### src/rtl/ssmd_pkg.sv
`timescale 1ns / 1ps
// ----------------------------------------------------------------------------
// ssmd_pkg
// Shared types, codes and glyph tables for the seven-segment scan controller.
// ----------------------------------------------------------------------------
package ssmd_pkg;

  typedef enum logic [2:0] {
    REQ_TICK  = 3'd0,
    REQ_CHAR  = 3'd1,
    REQ_DOT   = 3'd2,
    REQ_VALUE = 3'd3,
    REQ_CLEAR = 3'd4
  } req_t;

  typedef enum logic [1:0] {
    CFG_ENABLE      = 2'd0,
    CFG_BLINK_DIGIT = 2'd1,
    CFG_BLINK_ON    = 2'd2
  } cfg_reg_t;

  localparam logic [7:0] BLINK_PERIOD     = 8'd100;
  localparam logic [7:0] BLINK_ON_RESET   = 8'd50;
  localparam logic [6:0] GLYPH_MINUS      = 7'h40;
  localparam logic [4:0] GLYPH_IDX_V      = 5'd16;
  localparam logic [4:0] GLYPH_IDX_S      = 5'd17;
  localparam logic [4:0] GLYPH_IDX_MINUS  = 5'd18;

  // segments g..a for hex digits, V, S and minus
  function automatic logic [6:0] glyph(input logic [4:0] idx);
    logic [6:0] g;
    case (idx)
      5'd0:    g = 7'h3F;
      5'd1:    g = 7'h06;
      5'd2:    g = 7'h5B;
      5'd3:    g = 7'h4F;
      5'd4:    g = 7'h66;
      5'd5:    g = 7'h6D;
      5'd6:    g = 7'h7D;
      5'd7:    g = 7'h07;
      5'd8:    g = 7'h7F;
      5'd9:    g = 7'h6F;
      5'd10:   g = 7'h77;
      5'd11:   g = 7'h7C;
      5'd12:   g = 7'h39;
      5'd13:   g = 7'h5E;
      5'd14:   g = 7'h79;
      5'd15:   g = 7'h71;
      5'd16:   g = 7'h3E;
      5'd17:   g = 7'h6D;
      5'd18:   g = GLYPH_MINUS;
      default: g = 7'h00;
    endcase
    return g;
  endfunction

  // unknown characters and space give a blank pattern
  function automatic logic [6:0] char_glyph(input logic [7:0] c);
    logic [6:0] g;
    g = 7'h00;
    if (c inside {[8'h30:8'h39]}) begin
      g = glyph(5'(c - 8'h30));
    end else if (c inside {[8'h61:8'h66]}) begin
      g = glyph(5'(c - 8'h61 + 8'd10));
    end else if (c inside {[8'h41:8'h46]}) begin
      g = glyph(5'(c - 8'h41 + 8'd10));
    end else if (c == 8'h56) begin
      g = glyph(GLYPH_IDX_V);
    end else if (c == 8'h53) begin
      g = glyph(GLYPH_IDX_S);
    end else if (c == 8'h2D) begin
      g = glyph(GLYPH_IDX_MINUS);
    end
    return g;
  endfunction

endpackage

### src/rtl/seven_segment_mux_display.sv
`timescale 1ns / 1ps
// Flow: an accepted beat waits in the input register until it is processed; a
//   tick's result is then loaded into the result register and held until taken.
// Throughput: one beat per cycle, set by the single processing stage between
//   the input register and the result register; a tick waits while a result is held.
// Reset: digits cleared, scan at position 1 (digit 3), blink counter 0, display enabled,
//   no blinking, blink threshold 50.
// ----------------------------------------------------------------------------
// seven_segment_mux_display
// Three-digit multiplexed seven-segment controller: digit writes, signed
// decimal formatting and a blinking digit scan.
// ----------------------------------------------------------------------------
module seven_segment_mux_display
  import ssmd_pkg::*;
(
  input  logic        clk,
  input  logic        rst,
  input  logic        in_valid,
  output logic        in_ready,
  input  logic [2:0]  req_type,
  input  logic [2:0]  target,
  input  logic [7:0]  char_code,
  input  logic        dot_on,
  input  logic [15:0] number,
  input  logic [1:0]  decimals,
  input  logic [1:0]  skip_high,
  output logic        out_valid,
  input  logic        out_ready,
  output logic [7:0]  segments,
  output logic [2:0]  digit_select,
  input  logic        cfg_valid,
  output logic        cfg_ready,
  input  logic [1:0]  cfg_index,
  input  logic [7:0]  cfg_data
);

  // configuration
  logic       display_enable;
  logic [1:0] blink_digit;
  logic [7:0] blink_on_ticks;

  // input register
  logic        item_valid;
  logic [2:0]  item_req;
  logic [2:0]  item_target;
  logic [7:0]  item_char;
  logic        item_dot;
  logic [15:0] item_number;
  logic [1:0]  item_decimals;
  logic [1:0]  item_skip;

  // state
  logic [7:0] digit_store [3];
  logic [7:0] digit_store_next [3];
  logic [1:0] scan_position, scan_position_next;
  logic [7:0] blink_count, blink_count_next;

  logic fire, is_tick;
  logic [7:0] seg_next;
  logic [2:0] sel_next;

  assign cfg_ready = 1'b1;
  assign is_tick   = (item_req == REQ_TICK);
  assign fire      = item_valid && (!is_tick || !out_valid || out_ready);
  assign in_ready  = !item_valid || fire;

  always_ff @(posedge clk) begin
    if (rst) begin
      display_enable <= 1'b1;
      blink_digit    <= 2'd0;
      blink_on_ticks <= BLINK_ON_RESET;
    end else if (cfg_valid) begin
      case (cfg_index)
        CFG_ENABLE:      display_enable <= cfg_data[0];
        CFG_BLINK_DIGIT: blink_digit    <= cfg_data[1:0];
        CFG_BLINK_ON:    blink_on_ticks <= cfg_data;
        default: ;
      endcase
    end
  end

  always_ff @(posedge clk) begin
    if (rst) begin
      item_valid <= 1'b0;
    end else if (in_ready) begin
      item_valid <= in_valid;
    end
  end

  always_ff @(posedge clk) begin
    if (in_valid && in_ready) begin
      item_req      <= req_type;
      item_target   <= target;
      item_char     <= char_code;
      item_dot      <= dot_on;
      item_number   <= number;
      item_decimals <= decimals;
      item_skip     <= skip_high;
    end
  end

  // ---------------- decimal split ----------------
  logic        neg;
  logic [15:0] mag;
  logic [31:0] prod10;
  logic [28:0] prod100;
  logic [32:0] prod1000;
  logic [12:0] q1;
  logic [9:0]  q2;
  logic [6:0]  q3;
  logic [15:0] rem0;
  logic [12:0] rem1;
  logic [9:0]  rem2;
  logic [3:0]  dec_digit [3];
  logic [1:0]  dec_eff;
  logic [1:0]  count;

  assign neg = item_number[15];
  assign mag = neg ? 16'(16'd0 - item_number) : item_number;

  // reciprocal multiplies, exact over the 16-bit range
  assign prod10   = 32'(mag) * 32'd52429;
  assign prod100  = 29'(mag) * 29'd5243;
  assign prod1000 = 33'(mag) * 33'd67109;
  assign q1 = prod10[31:19];
  assign q2 = prod100[28:19];
  assign q3 = prod1000[32:26];

  assign rem0 = mag - (16'({q1, 3'b000}) + 16'({q1, 1'b0}));
  assign rem1 = q1 - (13'({q2, 3'b000}) + 13'({q2, 1'b0}));
  assign rem2 = q2 - (10'({q3, 3'b000}) + 10'({q3, 1'b0}));
  assign dec_digit[0] = rem0[3:0];
  assign dec_digit[1] = rem1[3:0];
  assign dec_digit[2] = rem2[3:0];

  assign dec_eff = (neg && (mag >= 16'd10)) ? 2'd0 : item_decimals;
  assign count   = 2'd3 - item_skip;

  // ---------------- store update ----------------
  always_comb begin
    logic [7:0] v;
    for (int k = 0; k < 3; k++) begin
      v = digit_store[k];
      if (fire) begin
        case (item_req)
          REQ_CHAR: begin
            if (item_target == 3'(k + 1)) v = {v[7], char_glyph(item_char)};
          end
          REQ_DOT: begin
            if (item_target == 3'(k)) v[7] = item_dot;
          end
          REQ_VALUE: begin
            if (k == 1) v[7] = (dec_eff == 2'd1);
            if (k == 2) v[7] = (dec_eff == 2'd2);
            if (2'(k) < count) begin
              if (neg && (2'(k + 1) == count)) v[6:0] = GLYPH_MINUS;
              else v[6:0] = glyph({1'b0, dec_digit[k]});
            end
          end
          REQ_CLEAR: begin
            if (item_target[k]) v = 8'h00;
          end
          default: ;
        endcase
      end
      digit_store_next[k] = v;
    end
  end

  // ---------------- scan and blink ----------------
  logic       is_focus;
  logic [7:0] blink_inc;
  logic       blank_phase;

  assign is_focus  = (blink_digit != 2'd0) && (2'(3'd4 - {1'b0, blink_digit}) == scan_position);
  assign blink_inc = is_focus ? 8'(blink_count + 8'd1) : blink_count;
  assign blank_phase = is_focus && (blink_inc < blink_on_ticks);

  always_comb begin
    blink_count_next   = blink_count;
    scan_position_next = scan_position;
    seg_next = 8'h00;
    sel_next = 3'b000;
    if (fire && is_tick && display_enable) begin
      // advance: 3 wraps to 1, an invalid zero position goes to 1
      scan_position_next = (scan_position == 2'd3) ? 2'd1 : 2'(scan_position + 2'd1);
      if (blank_phase) begin
        blink_count_next = blink_inc;
      end else begin
        blink_count_next = (blink_inc >= BLINK_PERIOD) ? 8'd0 : blink_inc;
        case (scan_position)
          2'd1: begin seg_next = digit_store[2]; sel_next = 3'b001; end
          2'd2: begin seg_next = digit_store[1]; sel_next = 3'b010; end
          2'd3: begin seg_next = digit_store[0]; sel_next = 3'b100; end
          default: ;
        endcase
      end
    end
  end

  always_ff @(posedge clk) begin
    if (rst) begin
      for (int k = 0; k < 3; k++) digit_store[k] <= 8'h00;
      scan_position <= 2'd1;
      blink_count   <= 8'd0;
    end else begin
      for (int k = 0; k < 3; k++) digit_store[k] <= digit_store_next[k];
      scan_position <= scan_position_next;
      blink_count   <= blink_count_next;
    end
  end

  // result register: hold until taken
  always_ff @(posedge clk) begin
    if (rst) begin
      out_valid <= 1'b0;
    end else if (fire && is_tick) begin
      out_valid <= 1'b1;
    end else if (out_ready) begin
      out_valid <= 1'b0;
    end
  end

  always_ff @(posedge clk) begin
    if (fire && is_tick) begin
      segments     <= seg_next;
      digit_select <= sel_next;
    end
  end

endmodule

### config.mk
export PLATFORM = sky130hd
export DESIGN_NAME = seven_segment_mux_display
export DESIGN_NICKNAME = d
export VERILOG_FILES = /design/src/rtl/ssmd_pkg.sv /design/src/rtl/seven_segment_mux_display.sv
export SDC_FILE = /design/constraint.sdc
export NUM_CORES = 1
export LEC_CHECK = 0
export ABC_AREA = 1
export BUFFER_PORTS_ARGS = -buffer_cell sky130_fd_sc_hd__clkbuf_2
export CORE_MARGIN = 1
export CORE_UTILIZATION = 35
export DETAILED_ROUTE_END_ITERATION = 12
export PLACE_DENSITY = 0.55
export SLEW_MARGIN = 20
export SYNTH_ARGS = -nofsm -noshare
export SYNTH_HDL_FRONTEND = slang
export SYNTH_SLANG_ARGS = --single-unit
### constraint.sdc
create_clock -name clk -period 8.35 [get_ports clk]
set_input_delay 1.2525 -clock clk [delete_from_list [all_inputs] [get_ports clk]]
set_output_delay 1.2525 -clock clk [all_outputs]
set_load 0.03 [all_outputs]
# Word-level counts from Yosys, hierarchy flattened
# Memories as Yosys holds them, arrays and structs flattened.
# Cells that the tools add are included.
[word_totals]
romBits = 2352
ramBits = 24
wordCells = 165
register_bits = 69
out_inout_bits = 14
inputBits = 50
mem_count = 13
[classes]
n_mul = 3
addsub = 16
n_mux = 52
order_cmp = 12
reduce_logical = 28
n_eq_ne = 21
n_bitwise = 4
[mem_list]
columns = ["name", "depth", "word_bits", "read_ports", "rd_clocked_by_memory_dff", "wr", "line", "text"]
rows = [
  ["(name not given)", 32, 7, 1, 0, 0, "ssmd_pkg.sv:32", "case (idx)"],
  ["(name not given)", 32, 7, 1, 0, 0, "ssmd_pkg.sv:32", ""],
  ["(name not given)", 32, 7, 1, 0, 0, "ssmd_pkg.sv:32", ""],
  ["(name not given)", 32, 7, 1, 0, 0, "ssmd_pkg.sv:32", ""],
  ["(name not given)", 32, 7, 1, 0, 0, "ssmd_pkg.sv:32", ""],
  ["(name not given)", 32, 7, 1, 0, 0, "ssmd_pkg.sv:32", ""],
  ["+7 memories", "-", "-", "-", "-", "-", "-", ""],
]
[ops]
columns = ["cell", "count"]
rows = [
  ["two-way mux 7 bit", 21],
  ["two-way mux 8 bit", 12],
  ["case mux 7 bit (3 select lines)", 3],
  ["multiplier 16 x 17 -> 29 bit, second input constant", 1],
  [">= comparator 8 x 7 -> 1 bit, second input constant", 3],
  ["case mux 8 bit (3 select lines)", 1],
  ["multiplier 16 x 13 -> 23 bit, second input constant", 1],
  ["multiplier 16 x 16 -> 23 bit, second input constant", 1],
  ["equality test 8 x 7 -> 1 bit, second input constant", 2],
  [">= comparator 16 x 4 -> 1 bit, second input constant", 1],
  ["less-or-equal comparator 8 x 7 -> 1 bit, second input constant", 2],
  ["two-way mux 16 bit", 1],
  ["subtractor 1 x 16 -> 16 bit, first input constant", 1],
  ["logical AND 1 bit", 13],
  ["adder 4 bit", 3],
  ["equality test 3 x 2 -> 1 bit, second input constant", 4],
  ["subtractor 4 bit", 3],
  ["adder 5 x 4 -> 5 bit, second input constant", 2],
  ["subtractor 5 x 1 -> 5 bit, second input constant", 2],
  ["case mux 3 bit (3 select lines)", 1],
  ["adder 8 x 1 -> 8 bit, second input constant", 1],
  ["equality test 2 bit, second input constant", 4],
  ["equality test 8 x 6 -> 1 bit, second input constant", 1],
  [">= comparator 8 x 6 -> 1 bit, second input constant", 1],
  ["other kinds (27)", 51],
]

# Depth between registers and ports, before layout
[depth]
word_depth = 11
depth_mapped = 44
ltp_nobuf = 44

# Worst setup path after synthesis
# No wires, ideal clock.
[synth_timing]
kind = "register to register"
from = "register item_number[0]"
to = "memory digit_store[0][0]"
path_stages_with_launch = 37
synth_period_minus_slack_ns = 7.777
setup_time_ns = 0.117
n_path_buf = 0
t_arrival_ns = 7.660
slack_ns = 0.573
required_ns = 8.233
path_cell_list = "edfxtp_1 > inv_1 > ha_1 > inv_1 > nor3_2 > nand3_1 > o21ai_1 > xor2_1 > ha_1 > fa_1 > inv_1 > fa_1 > fa_1 > fa_1 > inv_1 > fa_1 > ha_1 > inv_1 > o21bai_1 > o21bai_1 > a21oi_1 > nand3_1 > nand2_2 > inv_1 > ha_1 > inv_1 > or2_2 > nand2_1 > inv_1 > nor2_1 > inv_1 > nand2_1 > nand3_1 > nand2_1 > nor2_1 > nor2_1 > nor2_1"
[synth_lines]
columns = ["item", "line", "text"]
rows = [
  ["start: declaration", "seven_segment_mux_display.sv:48", "logic [15:0] item_number;"],
  ["start signal: assignment", "seven_segment_mux_display.sv:96", "item_number <= number;"],
  ["end: declaration", "seven_segment_mux_display.sv:53", "logic [7:0] digit_store [3];"],
]

==> flow_metrics.tcl <==
set metrics [dict create \
    clkTransAtPathRegs_ns 0.07 \
    netlist_top_cells_area "ha_1 24%, fa_1 21%, inv_1 12%" \
    drt-initial-drc-count 739 \
    syn-num-nets 2671 \
    antenna_found_initial 0 \
    core_um2 47700 \
    max_cap_viol_count 0 \
    worst_slew_pin_slew_ns 0.914 \
    ys.warnings.count 0 \
    drive_above_1_share 0.0823 \
    period_minus_slack_ns 7.67 \
    io_buffers 62 \
    max_freq_ghz 0.130 \
    slew_headroom 0.390 \
    cts_htree_levels 3 \
    cts-resized-gates 0 \
    fill_cells 4919 \
    synth_area_per_cell_um2 8.01 \
    pin_count 64 \
    hold_buffers 0 \
    syn_inst 2117 \
    setup_viol 0 \
    maxSlewViolCount 0 \
    post_drt_via_cell_ratio 4.86 \
    clk_path_buf_depth 2 \
    rows 80 \
    gr-total-overflow 0 \
    hpwl_mm 37.6 \
    mostFrequentLayoutCell "inv_1" \
    cts_setup_buffers 0 \
    clock_skew_ns 0.00946 \
    hold_class "reg2reg" \
    routabilityCongestion 0.906 \
    synth-seq-area-share 0.137 \
    die_x_um 222 \
    grt_usage 0.187 \
    via_count 13679 \
    cts_made_buffers 9 \
    worstRegToRegCells 35 \
    rsz0062_at_grt "no" \
    start_kind "flop" \
    required_ns 8.65 \
    worst_path_most_repeated_cell "inv_1" \
    clk_root_buffer_cell "clkbuf_16" \
    hold_viol 0 \
    routed_wirelength_mm 44.3 \
    synth_cell_type_count 57 \
    dpl_cell_area_um2 18100 \
    holdWs_ns 0.457 \
    critPathArrivalTime_ns 7.97 \
    hold_path_depth 2 \
    postRouteAntennaNets 0 \
    grt_pass1_vias 13941 \
    mostFrequentLayoutCells "546 x inv_1, 326 x ha_1, 303 x nand2_1" \
    cp-end-kind "flop" \
    ys_ff_latch 93 \
    min_period_over_period 0.918 \
    grt_pass1_wl_mm 72.7 \
    status "completed" \
    synth_area_um2 16900 \
    cts_sinks 93 \
    synth_top_area_cell "ha_1" \
    nets 2747 \
    critical_path.max_fanout 9 \
    synth_top_area_share 0.241 \
    post_drt_wl_per_cell_um 15.8 \
    critPathKind "reg2reg" \
    fin_tns_setup_ns 0 \
    syn_to_final_growth_pct 8.74 \
    drtPass1Iterations 5 \
    cts_tree "done" \
    crit_slowest_cell "fa_1" \
    clock_latency_ns 0.37 \
    grt_max_degree 36 \
    n_antenna_cell 0 \
    start_util 0.355 \
    critPathMaxStageDelay_ns 0.53 \
    die_y_um 222 \
    drc 0 \
    stdcell_area_um2 18400 \
    dieArea_um2 49300 \
]
==> final timing paths <==
check / start / to / slack, ns
setup / recovery: item_number[0]$_DFFE_PP_ / digit_store[0][22]$_SDFFE_PP0P_ / 0.68
hold / removal: blink_on_ticks[0]$_SDFFE_PP0P_ / blink_on_ticks[0]$_SDFFE_PP0P_ / 0.46
setup reg to reg: item_number[0]$_DFFE_PP_ / digit_store[0][22]$_SDFFE_PP0P_ / 0.68
hold reg to reg: blink_on_ticks[0]$_SDFFE_PP0P_ / blink_on_ticks[0]$_SDFFE_PP0P_ / 0.46
==> cells in the mapped netlist (all sizes together) <==
master and instances:
a211oi 2, a21boi 2, a21o 12, a21oi 116, a221oi 3, a22o 8
a311oi 2, a31oi 7, and2 2, and3 2, buf 9, clkbuf 10
clkinv 3, conb 1, dfxtp 47, edfxtp 46, fa 178, ha 326
inv 553, nand2 337, nand3 116, nand3b 5, nand4 30, nor2 118
nor3 32, nor3b 1, nor4 3, o211ai 10, o21a 2, o21ai 85
o21bai 3, o221ai 3, o22ai 1, o31ai 4, or2 6, xnor2 9
xor2 23
==> routing by layer <==
metal / wire [µm] / up-vias / GRT usage
li1: - / 6842 / -
met5: 0 / - / 0
met2: 19900 / 262 / 0.307
met1: 21800 / 6530 / 0.262
met4: 722 / 0 / 0.0343
met3: 1890 / 45 / 0.0229
==> layout make-up <==
class	instances	area [µm²]	share of cell area
clock inverter	6	86.3	0.00468
inverter	556	2090	0.113
multi-input combinational	1449	12500	0.676
clock buffer	10	229	0.0124
sequential	93	2320	0.126
tap	615	769	0.0418
timing repair buffer	84	475	0.0258
==> metrics by stage <==
stage	setup WS (ns)	util	instances
floorplan	0.573	-	2117
global placement	0.874	0.379	2797
detailed placement	0.725	0.379	2797
CTS	0.667	0.386	2813
global route	0.142	0.386	2813
finish	0.681	0.386	2813
==> cells by family (layout without fill, tap and decap cells) <==
logic type / Yosys count / in the layout / synth area share
buf+inv: 575 / 656 / 0.129
simple gates: 652 / 652 / 0.178
other cells: 1 / 1 / 0.000221
compound gates: 260 / 260 / 0.0876
fa+ha+maj: 504 / 504 / 0.451
xor+xnor: 32 / 32 / 0.0170
flops: 93 / 93 / 0.137
==> critical path: cells and delay by family, from the launching register on <==
kind | cells | cell delay, ns
adders and majority gates | 8 | 3.13
and+or+nand+nor | 12 | 1.59
buffers and inverters | 6 | 1.00
AOI/OAI and AO/OA | 7 | 0.88
xor gates and xnor gates | 2 | 0.63
DFF | 1 | 0.38
==> flip-flops by register name, summed over array words and instances, names as in the netlist <==
signal and count:
digit_store 24, item_number 16, blink_count 8, blink_on_ticks 8, item_char 8, segments 8, digit_select 3, item_req 3
item_target 3, blink_digit 2, item_decimals 2, item_skip 2, scan_position 2, display_enable 1, item_dot 1, item_valid 1
out_valid 1
Power is left out: the tool's default activity adds up to more than one toggle a clock period on the data nets, which glitch-free logic cannot reach.
